--- config.mk ---
export PLATFORM = sky130hd
export DESIGN_NAME = bus_slave_uart_half_duplex_core
export DESIGN_NICKNAME = d
export VERILOG_FILES = /design/src/hw/rtl/bsu_pkg.sv /design/src/hw/rtl/bsu_engine.sv /design/src/hw/rtl/bus_slave_uart_half_duplex_core.sv
export SDC_FILE = /design/constraint.sdc
export NUM_CORES = 1
export LEC_CHECK = 0
export ABC_AREA = 1
export BUFFER_PORTS_ARGS = -buffer_cell sky130_fd_sc_hd__buf_4
export CORE_MARGIN = 3
export CORE_UTILIZATION = 50
export CTS_BUF_LIST = sky130_fd_sc_hd__clkbuf_16
export CTS_CLUSTER_DIAMETER = 80
export CTS_CLUSTER_SIZE = 24
export DETAILED_ROUTE_END_ITERATION = 12
export GPL_TIMING_DRIVEN = 0
export PLACE_DENSITY_LB_ADDON = 0.1
export SYNTH_ARGS = -nofsm -noshare
export SYNTH_HDL_FRONTEND = slang
export SYNTH_SLANG_ARGS = --single-unit
--- constraint.sdc ---
create_clock -name clock -period 4.9 [get_ports clock]
set_input_delay 0.245 -clock clock [delete_from_list [all_inputs] [get_ports clock]]
set_output_delay 0.245 -clock clock [all_outputs]
set_load 0.005 [all_outputs]
--- src/hw/rtl/bsu_pkg.sv ---
package bsu_pkg;

   // uart register address on the bus
   localparam logic [7:0] UART_ADDR = 8'hFC;

   // frame sizes
   localparam int TX_BITS = 11;
   localparam int RX_BITS = 10;

   localparam logic [3:0] TX_LAST = 4'(TX_BITS);
   localparam logic [3:0] RX_LAST = 4'(RX_BITS);

   // register indexes on the csr port
   localparam logic [1:0] REG_BAUD_DIVISOR = 2'd0;

   localparam logic [15:0] BAUD_DIVISOR_RESET = 16'd868;

   // one bus/line sample per item
   typedef struct packed {
      logic [7:0] bus_address;
      logic       write_enable;
      logic       bus_cycle;
      logic       bus_strobe;
      logic [7:0] write_byte;
      logic       rx_level;
   } sample_type;

endpackage

--- src/hw/rtl/bsu_engine.sv ---
module bsu_engine
   import bsu_pkg::*;
(
   input  logic             clock,
   input  logic             reset,
   input  logic             step,
   input  sample_type       sample,
   input  logic [15:0]      baud_divisor,
   output logic             tx_level,
   output logic             bus_ack,
   output logic [RX_BITS-1:0] rx_frame
);

   typedef enum logic [1:0] {
      PH_IDLE,
      PH_WRITE,
      PH_READ_WAIT,
      PH_READ
   } phase_type;

   phase_type          phase_ff, phase_in;
   logic [15:0]        countdown_ff, countdown_in;
   logic [3:0]         tx_index_ff, tx_index_in;
   logic [3:0]         rx_index_ff, rx_index_in;
   logic [TX_BITS-1:0] tx_shift_ff, tx_shift_in;
   logic [RX_BITS-1:0] rx_shift_ff, rx_shift_in;
   logic               tx_hold_ff, tx_hold_in;
   logic               ack_ff, ack_in;

   logic [15:0] reload;
   logic        hit;
   logic        tick;
   logic [3:0]  tx_index_inc;
   logic [3:0]  rx_index_inc;

   assign reload       = baud_divisor - 16'd1;
   assign hit          = (sample.bus_address == UART_ADDR) && sample.bus_strobe
                         && sample.bus_cycle;
   assign tick         = (countdown_ff == 16'd1);
   assign tx_index_inc = tx_index_ff + 4'd1;
   assign rx_index_inc = rx_index_ff + 4'd1;

   // one step of the uart sequencer
   always_comb begin
      phase_in     = phase_ff;
      countdown_in = countdown_ff;
      tx_index_in  = tx_index_ff;
      rx_index_in  = rx_index_ff;
      tx_shift_in  = tx_shift_ff;
      rx_shift_in  = rx_shift_ff;
      tx_hold_in   = tx_hold_ff;
      ack_in       = 1'b0;
      case (phase_ff)
         PH_IDLE: begin
            tx_hold_in   = 1'b1;
            tx_index_in  = 4'd0;
            rx_index_in  = 4'd1;
            countdown_in = reload;
            phase_in     = PH_IDLE;
            if (hit) begin
               if (sample.write_enable) begin
                  tx_shift_in = {2'b11, sample.write_byte, 1'b0};
                  tx_hold_in  = 1'b0;
                  tx_index_in = 4'd1;
                  phase_in    = PH_WRITE;
               end else begin
                  phase_in = PH_READ_WAIT;
               end
            end
         end
         PH_WRITE: begin
            if (tick) begin
               if (tx_index_ff < TX_LAST) begin
                  tx_hold_in = tx_shift_ff[tx_index_ff];
               end
               countdown_in = reload;
               tx_index_in  = tx_index_inc;
               if (tx_index_inc >= TX_LAST) begin
                  phase_in    = PH_IDLE;
                  ack_in      = 1'b1;
                  tx_index_in = 4'd0;
               end
            end else begin
               countdown_in = countdown_ff - 16'd1;
            end
         end
         PH_READ_WAIT: begin
            // start bit must already be low, else give up
            if (!sample.rx_level) begin
               rx_shift_in[0] = 1'b0;
               phase_in       = PH_READ;
            end else begin
               phase_in = PH_IDLE;
            end
         end
         PH_READ: begin
            if (tick) begin
               if (rx_index_ff < RX_LAST) begin
                  rx_shift_in[rx_index_ff] = sample.rx_level;
               end
               countdown_in = reload;
               rx_index_in  = rx_index_inc;
               if (rx_index_inc >= RX_LAST) begin
                  phase_in    = PH_IDLE;
                  rx_index_in = 4'd1;
                  ack_in      = 1'b1;
               end
            end else begin
               countdown_in = countdown_ff - 16'd1;
            end
         end
         default: begin
            phase_in = PH_IDLE;
         end
      endcase
   end

   // state and result registers advance once per accepted item
   always_ff @(posedge clock) begin
      if (reset) begin
         phase_ff     <= PH_IDLE;
         countdown_ff <= BAUD_DIVISOR_RESET - 16'd1;
         tx_index_ff  <= 4'd0;
         rx_index_ff  <= 4'd1;
         tx_shift_ff  <= '0;
         rx_shift_ff  <= '0;
         tx_hold_ff   <= 1'b1;
         ack_ff       <= 1'b0;
      end else if (step) begin
         phase_ff     <= phase_in;
         countdown_ff <= countdown_in;
         tx_index_ff  <= tx_index_in;
         rx_index_ff  <= rx_index_in;
         tx_shift_ff  <= tx_shift_in;
         rx_shift_ff  <= rx_shift_in;
         tx_hold_ff   <= tx_hold_in;
         ack_ff       <= ack_in;
      end
   end

   assign tx_level = tx_hold_ff;
   assign bus_ack  = ack_ff;
   assign rx_frame = rx_shift_ff;

endmodule

--- src/hw/rtl/bus_slave_uart_half_duplex_core.sv ---
// Bus slave with a half-duplex 8N2 uart.
// Each req_ item is one clock cycle of bus signals plus the rx line sample.
// Each accepted item yields exactly one rsp_ item: tx line level, bus_ack
// and the received 10-bit frame (bit0 start, bits 8..1 data, bit9 stop).
// A strobed write to 0xFC sends write_byte as start, 8 data LSB first and
// two stop bits, each bit held baud_divisor minus one items; ack pulses as
// the frame ends. A strobed read to 0xFC receives if rx is low on the next
// item, sampling nine more bits on baud ticks, then pulses ack.
// The result for an item is on rsp_ in the cycle after acceptance.
// Throughput: one item per cycle while the result slot is free or taken;
// sequencer state and result register update together in one register stage.
// When the receiver stalls, the result register holds and req_ready drops
// once it is full; req_ready is high whenever the result slot is empty or
// being taken in the same cycle.
// Reset: sequencer idle, tx high, frame zero, baud_divisor back to 868, no
// result pending. baud_divisor is written at byte address 0 over the csr port.
module bus_slave_uart_half_duplex_core
   import bsu_pkg::*;
(
   input  logic        clock,
   input  logic        reset,
   // input items
   input  logic        req_valid,
   output logic        req_ready,
   input  logic [7:0]  req_bus_address,
   input  logic        req_write_enable,
   input  logic        req_bus_cycle,
   input  logic        req_bus_strobe,
   input  logic [7:0]  req_write_byte,
   input  logic        req_rx_level,
   // result items
   output logic        rsp_valid,
   input  logic        rsp_ready,
   output logic        rsp_tx_level,
   output logic        rsp_bus_ack,
   output logic [9:0]  rsp_rx_frame,
   // configuration
   input  logic        psel,
   input  logic        penable,
   input  logic        pwrite,
   input  logic [1:0]  paddr,
   input  logic [31:0] pwdata,
   output logic [31:0] prdata,
   output logic        pready
);

   logic        rsp_valid_ff, rsp_valid_in;
   logic [15:0] divisor_ff;
   logic        accept;
   logic        csr_write;
   sample_type  sample;

   // csr port, single register
   assign pready    = 1'b1;
   assign csr_write = psel && penable && pwrite;
   assign prdata    = (paddr == REG_BAUD_DIVISOR) ? {16'd0, divisor_ff} : 32'd0;

   always_ff @(posedge clock) begin
      if (reset) begin
         divisor_ff <= BAUD_DIVISOR_RESET;
      end else if (csr_write && paddr == REG_BAUD_DIVISOR) begin
         divisor_ff <= pwdata[15:0];
      end
   end

   // handshake: result register frees when taken
   assign req_ready    = !rsp_valid_ff || rsp_ready;
   assign accept       = req_valid && req_ready;
   assign rsp_valid_in = accept || (rsp_valid_ff && !rsp_ready);

   always_ff @(posedge clock) begin
      if (reset) begin
         rsp_valid_ff <= 1'b0;
      end else begin
         rsp_valid_ff <= rsp_valid_in;
      end
   end

   assign rsp_valid = rsp_valid_ff;

   assign sample.bus_address  = req_bus_address;
   assign sample.write_enable = req_write_enable;
   assign sample.bus_cycle    = req_bus_cycle;
   assign sample.bus_strobe   = req_bus_strobe;
   assign sample.write_byte   = req_write_byte;
   assign sample.rx_level     = req_rx_level;

   bsu_engine u_engine (
      .clock        (clock),
      .reset        (reset),
      .step         (accept),
      .sample       (sample),
      .baud_divisor (divisor_ff),
      .tx_level     (rsp_tx_level),
      .bus_ack      (rsp_bus_ack),
      .rx_frame     (rsp_rx_frame)
   );

endmodule
# Word-level counts from Yosys, hierarchy flattened
# Cells that the tools add are included.
# W data, S select, Z words.
# word_totals
ff_bits	64
in_bits	61
wordCells	99
# classes
addsub	4
magnitude_cmp	7
eq_ne	12
mux	38
reduce_logical	27
# ops
cell	n
$mux W16	2
$pmux W16 S2	1
$sub A16 B1 Y16 const B	2
$mux W4	5
$eq A16 B1 Y1 const B	1
$pmux W4 S2	2
$mux W1	14
$mux W2	7
$ne A2 B1 Y1 const B	6
$reduce_and A4 Y1	3
$bwmux W10	1
$lt A4 B5 Y1 const B	2
$reduce_and A5 Y1	2
$add A4 B1 Y4 const B	2
$eq A8 B8 Y1 const B	1
$ge A4 B4 Y1 const B	2
$logic_and A1 B1 Y1	8
$lt A4 B4 Y1 const B	2
$pmux W2 S4	1
$reduce_bool A2 Y1	4
$pmux W1 S2	3
$reduce_and A3 Y1	2
$bmux W1 S4	1
$demux W1 S4	1
other kinds (9)	13

# Longest topological paths before layout
# Gate-level depths: netlist (run 1).
# depth
ltp_word	8
mapped_depth	12
ltp_nobuf	11

# By module
# Synthesis (run 1) repeated with hierarchy kept, for this count alone.
# hier_totals
hier_cells	660
hier_area_um2	4175.3
# by_module_without_submodules
mod	instances	cells_per_inst	area_each_um2	seq_area_each_um2
bsu_engine	1	501	3170.5	940.9
bus_slave_uart_half_duplex_core	1	159	1004.7	340.3

# Worst setup path after synthesis (run 1)
# OpenSTA, ideal clock, no wires.
# synth_path
path_type	register to register
start	register u_engine.countdown_ff[1]
end	register u_engine.rx_shift_ff[8], in the netlist u_engine.rx_frame[8]
setup_time_ns	0.132
arrival_ns	1.389
t_required_ns	4.768
setup_slack_ns	3.379
path_stages_with_launch	9
path_cell_list	dfxtp_1 inv_1 ha_1 nand4_1 nor3b_4 buf_6 nand3_1 nand2_1 a21oi_1
# synth_via
elab_chain_len	2
# synth_rtl
item	line_no	rtl
start, declared	bsu_engine.sv:22	logic [15:0] countdown_ff, countdown_in;
start signal, assigned	bsu_engine.sv:122	countdown_ff <= BAUD_DIVISOR_RESET - 16'd1;
start signal, assigned	bsu_engine.sv:131	countdown_ff <= countdown_in;
$eq A16 B1 Y1	bsu_engine.sv:39	assign tick = (countdown_ff == 16'd1);
$reduce_and A4 Y1 (no source line)	--	
end signal, assigned	bsu_engine.sv:135	rx_shift_ff <= rx_shift_in;
end, declared	bsu_engine.sv:26	logic [RX_BITS-1:0] rx_shift_ff, rx_shift_in;
# No other way between the ends.
# A chain may end at the register's enable or synchronous reset.

# Worst setup path after layout (run 1)
# layout_path
start	register u_engine.phase_ff[1]
end	register u_engine.countdown_ff[1]
# layout_via
elab_chain_len	4
word_cells_on_any_way	7
classes_between	2 x eq/ne; 1 x mux; 4 x reduce/logical
# layout_rtl
item	line_no	rtl
start, declared	bsu_engine.sv:21	phase_type phase_ff, phase_in;
start signal, assigned	bsu_engine.sv:130	phase_ff <= phase_in;
$eq A2 B1 Y1 or $eq A2 B2 Y1 (tied branches)	bsu_engine.sv:53	case (phase_ff)
$reduce_or A2 Y1 (no source line)	--	
$reduce_bool A2 Y1 (no source line)	--	
$reduce_and A2 Y1 (no source line)	--	
# Several ways; a longest one is shown, not always the timed one.

==> results of run 1 <==
-- routing by layer --
metal	global-route usage	vias up	part of all wire	wire, µm
met5	0	-	0	0
met4	0.106	0	0.017	179
met3	0.0390	16	0.065	677
met2	0.419	151	0.47	4930
met1	0.314	1856	0.45	4660
li1	-	2179	-	-
-- power groups by stage --
| stage | registers [W] | clock network [W] | logic, W |
|---|---|---|---|
| 3_5_place_dp | 0.000582 | 0 | 0.000266 |
| 5_1_grt | 0.000576 | 0.000753 | 0.000309 |
| 4_1_cts | 0.000572 | 0.000732 | 0.000270 |
| 2_1_floorplan | 0.000577 | 0 | 0.000185 |
| 3_3_place_gp | 0.000581 | 0 | 0.000261 |
| 6_report | 0.000572 | 0.000723 | 0.000272 |
-- area by class of cell --
| cell class | instances | area [µm²] |
|---|---|---|
| Buffer | 37 | 224 |
| Multi-Input combinational cell | 461 | 2220 |
| Timing Repair Buffer | 73 | 548 |
| Clock buffer | 9 | 225 |
| Sequential cell | 64 | 1280 |
| Fill cell | 667 | 2440 |
| Tap cell | 99 | 124 |
| Clock inverter | 7 | 110 |
| Inverter | 72 | 270 |
-- per-stage QoR --
| step | util | cells | power, W | hold WS (ps) | setup WS (ps) |
|---|---|---|---|---|---|
| floorplan | - | 634 | 0.000762 | 375 | 3380 |
| global placement | 0.627 | 806 | 0.000842 | 449 | 3020 |
| detailed placement | 0.627 | 806 | 0.000849 | 451 | 2990 |
| CTS | 0.672 | 822 | 0.00157 | 131 | 2960 |
| global route | 0.672 | 822 | 0.00164 | 137 | 2770 |
| finish | 0.672 | 822 | 0.00157 | 139 | 2980 |
-- path summary, 6_finish.rpt --
kind | start | end | slack [ps] | cells past startpoint
worst max-delay path | u_engine.phase_ff[1] | u_engine.countdown_ff[1] | 2980 | 8
worst min-delay path | req_write_byte[0] | u_engine.tx_shift_ff[1] | 140 | 3
worst max register to register | u_engine.phase_ff[1] | u_engine.countdown_ff[1] | 2980 | 8
worst min register to register | u_engine.rx_frame[9] | u_engine.rx_frame[9] | 460 | 2
-- worst reg2reg max path, stage by stage (launching register included) --
cell and delay (ps):
dfxtp_1 420, inv_1 130, nor2_1 110, inv_1 50
nand2_1 250, clkinv_1 340, buf_2 300, nand3_1 110
o211ai_1 80
-- flip-flops by register name, indices dropped and copies added, names as in the netlist --
signal,cells
u_engine.phase_ff,2
u_engine.bus_ack,1
u_engine.tx_index_ff,4
u_engine.rx_index_ff,4
u_engine.countdown_ff,16
rsp_valid,1
u_engine.rx_frame,10
u_engine.tx_shift_ff,9
u_engine.tx_level,1
divisor_ff,16
-- cells in the final DEF, fill, tap and decap left out, types with 2 or more instances in the layout --
cell         n
buf_4       92
clkinv_1     4
nor2_1     100
nor3_1       7
o211ai_1    10
ha_1         9
buf_2        5
xor2_1      12
nand3_1     53
or2_2        2
a21oi_1     53
xnor2_1      3
inv_1       68
nor2_2       2
o21ai_0     34
clkbuf_1    12
dfxtp_1     64
clkbuf_16    9
nand4_1     18
bufinv_16    3
conb_1      17
nand2_1    129
inv_2        2
a211oi_1     2
-- logic make-up after synthesis --
group           Yosys count  synth area share
flops                    64             0.325
other cells               2           0.00190
buf+inv                 109             0.125
xor+xnor                 15            0.0333
fa+ha+maj                 9            0.0286
compound gates          104             0.145
simple gates            316             0.341
==> impl_metrics.yaml, run 1 <==
synthesis:
  synthCells: 619
  synth_area_um2: 3940
  synth.most_common_cell: "nand2_1"
  synth_top_area_share: 0.325
  synth_common_cells: "129 x nand2_1, 100 x nor2_1, 68 x inv_1"
  synth_edf_count: 0
  ys_ff_latch: 64
  yosys.area.top_type: "dfxtp_1"
  yosysWarningCount: 0
  syn_avg_cell_area_um2: 6.37
  synth_area_leaders: "dfxtp_1 32%, nand2_1 12%, nor2_1 9.5%"
  synthFlopType: "dfxtp_1"
  synth-async-reset-ratio: 0
  ys_types: 33
  ys_seq_area_frac: 0.325
worst_hold_path:
  min_path_type: "in -> reg"
clock_network:
  cts_made_buffers: 9
  htree_num_levels: 3
  cts.sinks: 64
  worstSkewPairLatency_ps: 330
  tritoncts: "built"
  path_clk_slew_ps: 60
  clockRootBuffer: "clkbuf_16"
  cts_max_path_buffers: 2
  postCtsHoldBufs: 0
  cts-resized-gates: 0
  post_cts_buffers: 0
sta:
  relSlewSlack: 0.644
  hold_violations: 0
  rsz0062_at_grt: "false"
  clock_skew_ps: 6.90
  fin_crit_sh: 0.393
  setup_viol: 0
  tightest_slew_ps: 534
  drv_slew: 0
  fin_tns_setup_ps: 0
  min_period_ps: 1920
  fmax_mhz: 520
power:
  comb_power_share: 0.174
  internal_power_w: 0.00114
  clkPwrFrac: 0.461
  p_sw_frac: 0.270
  pwr-share-seq: 0.365
  p_sw_w: 0.000423
  ir_drop_uv: 177
  p_leak_nw: 2.34
  pwr_density_cell_nw_per_um2: 313
setup_path:
  critPathCaptureType: "flop"
  crit_fanout: 10
  worstPathArrival_ps: 2110
  start_kind: "flop"
  critPathTopFamily: "buffers and inverters"
  path_class: "reg -> reg"
  critPathBufInv: 4
  cp.required_ps: 5080
  cp_common_cell: "inv_1"
  slowest_stage: "dfxtp_1"
  crit_path_cell_trace: "inv_1 > nor2_1 > inv_1 > nand2_1 > clkinv_1 > buf_2 > nand3_1 > o211ai_1"
  cpPeakStageDelay_ps: 420
placed_design:
  place_area_um2: 4670
  gp_congestion: 0.940
  numPortBuffers: 73
  dp_hpwl_mm: 7.90
global_route:
  grtUsageTotal: 0.249
  grt_pass1_wl_mm: 17.9
  grt_pass1_vias: 4038
  grt_remaining_overflow: 0
  antenna_found_initial: 0
  grt_max_degree: 12
route:
  drc: 0
  avgRoutedWirePerCell_um: 12.7
  vias: 4202
  drt_iter0_drc: 257
  wl_mm: 10.4
  antenna_left: 0
  viasPerCell: 5.11
  drtPass1Iterations: 5
layout:
  nNetsFinal: 788
  drive_gt1_frac: 0.169
  stdcell_area_um2: 5010
  antenna_cells: 0
  area.growth.synth_to_final_pct: 27.0
die:
  dieArea_um2: 8990
  die_x_um: 94.8
  rows: 31
  core_um2: 7450
  design.portCount: 108
  dieHeight_um: 94.8
  start_util: 0.530
job:
  cap_violations: 0
outcome:
  status: "completed"
Power figures use the tool's default switching activity.
==> run 2: changes to the inputs <==
==> constraint.sdc (replaced) <==
create_clock -name clock -period 1.9 [get_ports clock]
set_input_delay 0.095 -clock clock [delete_from_list [all_inputs] [get_ports clock]]
set_output_delay 0.095 -clock clock [all_outputs]
set_load 0.005 [all_outputs]
==> impl_metrics.yaml, run 2 (synthesized netlist as in run 1, its figures left out) <==
sta:
  drv_slew: 0
  clock_skew_ps: 5.90
  setup_viol: 0
  tightest_slew_ps: 556
  rsz0062_at_grt: "false"
  relSlewSlack: 0.629
  fin_crit_sh: 0.924
  min_period_ps: 1760
  hold_violations: 0
  fmax_mhz: 570
setup_path:
  cp.required_ps: 2090
  critPathTopFamily: "simple AND/OR/NAND/NOR gates"
  cpPeakStageDelay_ps: 340
  critPathCaptureType: "flop"
  slowest_stage: "nor3b_4"
  start_kind: "flop"
  crit_path_cell_trace: "buf_4 > nand2_1 > inv_1 > nand3_1 > nor3b_4 > buf_4 > nand3_1 > nand2_1 > a21oi_1"
  crit_fanout: 9
  path_class: "reg -> reg"
  worstPathArrival_ps: 1950
  critPathBufInv: 3
die:
  dieHeight_um: 94.8
  core_um2: 7450
  design.portCount: 108
  die_x_um: 94.8
  start_util: 0.530
  dieArea_um2: 8990
  rows: 31
clock_network:
  path_clk_slew_ps: 60
  cts.sinks: 64
  tritoncts: "built"
  htree_num_levels: 3
  clockRootBuffer: "clkbuf_16"
  worstSkewPairLatency_ps: 330
  cts_made_buffers: 9
  cts_max_path_buffers: 2
layout:
  drive_gt1_frac: 0.184
  final_cell_mix: "127 x nand2_1, 97 x nor2_1, 95 x buf_4"
  layout_commonest_cell: "nand2_1"
  utilization: 0.695
  nNetsFinal: 803
  n_fill_cell: 639
  area.growth.synth_to_final_pct: 31.3
  area.sequential_um2: 1280
  antenna_cells: 0
  stdcell_count: 837
  multi_input_area_um2: 2260
power:
  pwr-share-seq: 0.362
  clkPwrFrac: 0.457
  ir_drop_uv: 460
  p_sw_frac: 0.271
  p_leak_nw: 2.41
  internal_power_w: 0.00297
  comb_power_share: 0.181
  pwr_density_cell_nw_per_um2: 788
  p_sw_w: 0.00111
global_route:
  grt_pass1_wl_mm: 18.3
  grtUsageTotal: 0.254
  antenna_found_initial: 0
  grt_pass1_vias: 4084
  grt_remaining_overflow: 0
  grt_max_degree: 12
outcome:
  status: "completed"
route:
  drc: 0
  drtPass1Iterations: 5
  wl_mm: 10.8
  vias: 4268
  avgRoutedWirePerCell_um: 12.9
  drt_iter0_drc: 285
  viasPerCell: 5.10
  antenna_left: 0
job:
  cap_violations: 0
placed_design:
  dp_hpwl_mm: 7.90
  numPortBuffers: 73
  placed_cells: 806
  gp_congestion: 0.940
worst_hold_path:
  min_path_type: "in -> reg"
[run 2: repair_timing]
item                                   in CTS  in global routing
endpoints found under the hold margin      11                  0
buffers inserted                            0                  3
cloned                                      0                  1
hold buffers                               11                  0
pin swaps                                   0                  2
resized for setup                           1                 11
setup endpoints to repair                   7                 28
[run 2: per-layer routing]
metal | vias to the layer above | part of all wire | global-route usage | routed length (µm)
met5 | - | 0 | 0 | 0
met4 | 0 | 0.020 | 0.106 | 220
li1 | 2211 | - | - | -
met2 | 151 | 0.47 | 0.429 | 5090
met1 | 1883 | 0.44 | 0.319 | 4750
met3 | 23 | 0.065 | 0.0446 | 704
[run 2: metrics by stage]
step | setup TNS (ps) | cell area [µm²] | setup WS, ps | power (W) | hold slack [ps]
after floorplan | 0 | 4000 | 379 | 0.00196 | 225
after global placement | 0 | 4670 | 20.4 | 0.00217 | 314
after detailed placement | -13.6 | 4670 | -13.6 | 0.00219 | 321
after CTS | 0 | 5120 | 54.1 | 0.00408 | 0.905
after global routing | 0 | 5180 | 1.50 | 0.00426 | 38.0
final | 0 | 5180 | 144 | 0.00408 | 4.59
[run 2: worst min-delay path, stage by stage]
cell and delay (ps):
buf_4 70, nor2_1 30, nor2_1 90
[run 2: final timing paths]
check / start / endpoint / slack (ps) / cells after the start
setup / recovery: u_engine.phase_ff[0] / u_engine.rx_frame[7] / 140 / 9
setup reg to reg: u_engine.phase_ff[0] / u_engine.rx_frame[7] / 140 / 9
hold reg to reg: u_engine.rx_frame[5] / u_engine.rx_frame[5] / 460 / 2
hold / removal: req_write_byte[2] / u_engine.tx_shift_ff[3] / 5 / 3
[run 2: area by class of cell]
cell class	instances	area share
well taps	99	0.0239
clock buffers	9	0.0435
repair buffers	87	0.131
multi-input cells	462	0.436
plain buffers	37	0.0437
inverters	72	0.0524
flip-flops and latches	64	0.247
clock inverters	7	0.0213
[run 2: power by group through the flow]
stage          clock [W]  sequential (W)  combinational, W
6_report         0.00186         0.00148          0.000738
2_1_floorplan          0         0.00149          0.000477
3_5_place_dp           0         0.00150          0.000687
3_3_place_gp           0         0.00150          0.000673
5_1_grt          0.00194         0.00149          0.000833
4_1_cts          0.00189         0.00147          0.000714
==> run 3: changes to the inputs <==
--- a/config.mk
+++ b/config.mk
@@ -17,4 +17,5 @@
 export PLACE_DENSITY_LB_ADDON = 0.1
 export SYNTH_ARGS = -nofsm -noshare
 export SYNTH_HDL_FRONTEND = slang
+export SYNTH_HIERARCHICAL = 1
 export SYNTH_SLANG_ARGS = --single-unit
==> impl_metrics.yaml, run 3 <==
power:
  ir_drop_uv: 424
  pwr_density_cell_nw_per_um2: 676
  power_w: 0.00360
  p_leak_nw: 2.52
synthesis:
  yosys.area.top_type: "dfxtp_1"
  synth_top_area_share: 0.307
  ys_types: 36
  synthCells: 660
  synthFlopType: "dfxtp_1"
  yosysWarningCount: 6
  ys_seq_area_frac: 0.307
  synth_area_um2: 4180
  synth.most_common_cell: "nand2_1"
  synth-async-reset-ratio: 0
  syn_avg_cell_area_um2: 6.33
  synth_edf_count: 0
  ys_ff_latch: 64
  synth_area_leaders: "dfxtp_1 31%, nand2_1 14%, nor2_1 10%"
  synth_common_cells: "156 x nand2_1, 111 x nor2_1, 69 x inv_1"
sta:
  setup_viol: 0
  fmax_mhz: 564
  fin_ws_ps: 128
  hold_violations: 0
  drv_slew: 0
  relSlewSlack: 0.564
  fin_crit_sh: 0.933
  fin_tns_setup_ps: 0
  clock_skew_ps: 5.38
  hold_ws_ps: 6.09
  tightest_slew_ps: 654
  rsz0062_at_grt: "false"
  min_period_ps: 1770
setup_path:
  critPathCaptureType: "flop"
  startpoint: "u_engine/countdown_ff[0]"
  crit_fanout: 7
  cp.required_ps: 2180
  start_kind: "flop"
  worstPathArrival_ps: 2050
  path_class: "reg -> reg"
  r2r-start: "u_engine/countdown_ff[0]"
die:
  dieHeight_um: 97.4
  design.portCount: 108
  rows: 32
  start_util: 0.527
  dieArea_um2: 9480
  core_um2: 7930
  die_x_um: 97.4
placed_design:
  pre_cts_slack_ps: 116
  place_area_um2: 4910
  gp_congestion: 0.860
  numPortBuffers: 74
  dp_hpwl_mm: 8.27
outcome:
  status: "completed"
route:
  drt_iter0_drc: 212
  wl_mm: 11.3
  viasPerCell: 5.16
  drtPass1Iterations: 5
  avgRoutedWirePerCell_um: 12.9
  drc: 0
  antenna_left: 0
  vias: 4511
layout:
  layout_commonest_cell: "nand2_1"
  stdcell_area_um2: 5330
  antenna_cells: 0
  area.sequential_um2: 1280
  nNetsFinal: 838
  area.growth.synth_to_final_pct: 27.6
  n_fill_cell: 746
  drive_gt1_frac: 0.203
  multi_input_area_um2: 2440
  final_cell_mix: "155 x nand2_1, 111 x nor2_1, 94 x buf_4"
worst_hold_path:
  worstHoldStart: "pwdata[6]"
  min_path_type: "in -> reg"
clock_network:
  worstSkewPairLatency_ps: 330
  cts.sinks: 64
  tritoncts: "built"
  cts_made_buffers: 9
  cts_max_path_buffers: 2
  path_clk_slew_ps: 60
  htree_num_levels: 3
  clockRootBuffer: "clkbuf_16"
global_route:
  grt_remaining_overflow: 0
  antenna_found_initial: 0
  grt_pass1_vias: 4194
  grt_max_degree: 12
  grt_pass1_wl_mm: 18.8
  grtUsageTotal: 0.235
job:
  cap_violations: 0
run 3: final cells by class:
cell class                      count  share of cell area
Timing Repair Buffer               82               0.120
Inverter                           75              0.0529
Clock buffer                        9              0.0423
Tap cell                          102              0.0240
Buffer                             38              0.0500
Clock inverter                      7              0.0120
Sequential cell                    64               0.241
Multi-Input combinational cell    498               0.458
run 3: critical path, cell delays in order, from the launching register on:
cell	delay, ps
dfxtp_1	400
ha_4	150
inv_1	40
nor2_1	80
nand2_1	110
nor2_4	170
nand2_2	100
nand2_4	100
buf_6	140
buf_12	110
nand3_1	120
nand3_1	110
nand2_1	50
inv_1	40
run 3: metrics by stage:
stage           util  cells
3_3_place_gp   0.620    851
6_report       0.672    875
4_1_cts        0.663    872
2_1_floorplan      -    675
3_5_place_dp   0.620    851
5_1_grt        0.672    875
run 3: routing by layer:
metal / share of wire / vias to the layer above / wire length, µm / GRT usage
met3: 0.062 / 20 / 699 / 0.0388
met2: 0.50 / 158 / 5680 / 0.418
met1: 0.42 / 2037 / 4720 / 0.289
li1: - / 2296 / - / -
met4: 0.020 / 0 / 221 / 0.0735
met5: 0 / - / 0 / 0
run 3: kinds of logic after synthesis:
family,Yosys count,share of synthesized area
AOI/OAI and AO/OA,76,0.0956
xor gates and xnor gates,16,0.0336
adders and majority gates,9,0.0270
buffers and inverters,113,0.130
DFF,64,0.307
other,2,0.00180
and+or+nand+nor,380,0.405
run 3: timing repair:
item	4_1_cts	5_1_grt
setup buffers	0	3
endpoints found under the setup margin	0	17
gates resized for setup	0	10
hold buffers	5	0
endpoints found under the hold margin	5	0
run 3: path summary, 6_finish.rpt:
path / to / slack [ps] / cells after the start
max: u_engine/countdown_ff[14] / 130 / 13
min reg2reg: u_engine/rx_frame[4] / 460 / 2
max reg2reg: u_engine/countdown_ff[14] / 130 / 13
min: divisor_ff[6] / 6 / 3
run 3: power by group:
part / switching (W) / total (W) / internal [W]
registers: 0.0000522 / 0.00144 / 0.00139
logic: 0.000302 / 0.000547 / 0.000245
clock network: 0.000613 / 0.00162 / 0.00100
total: 0.000967 / 0.00360 / 0.00263
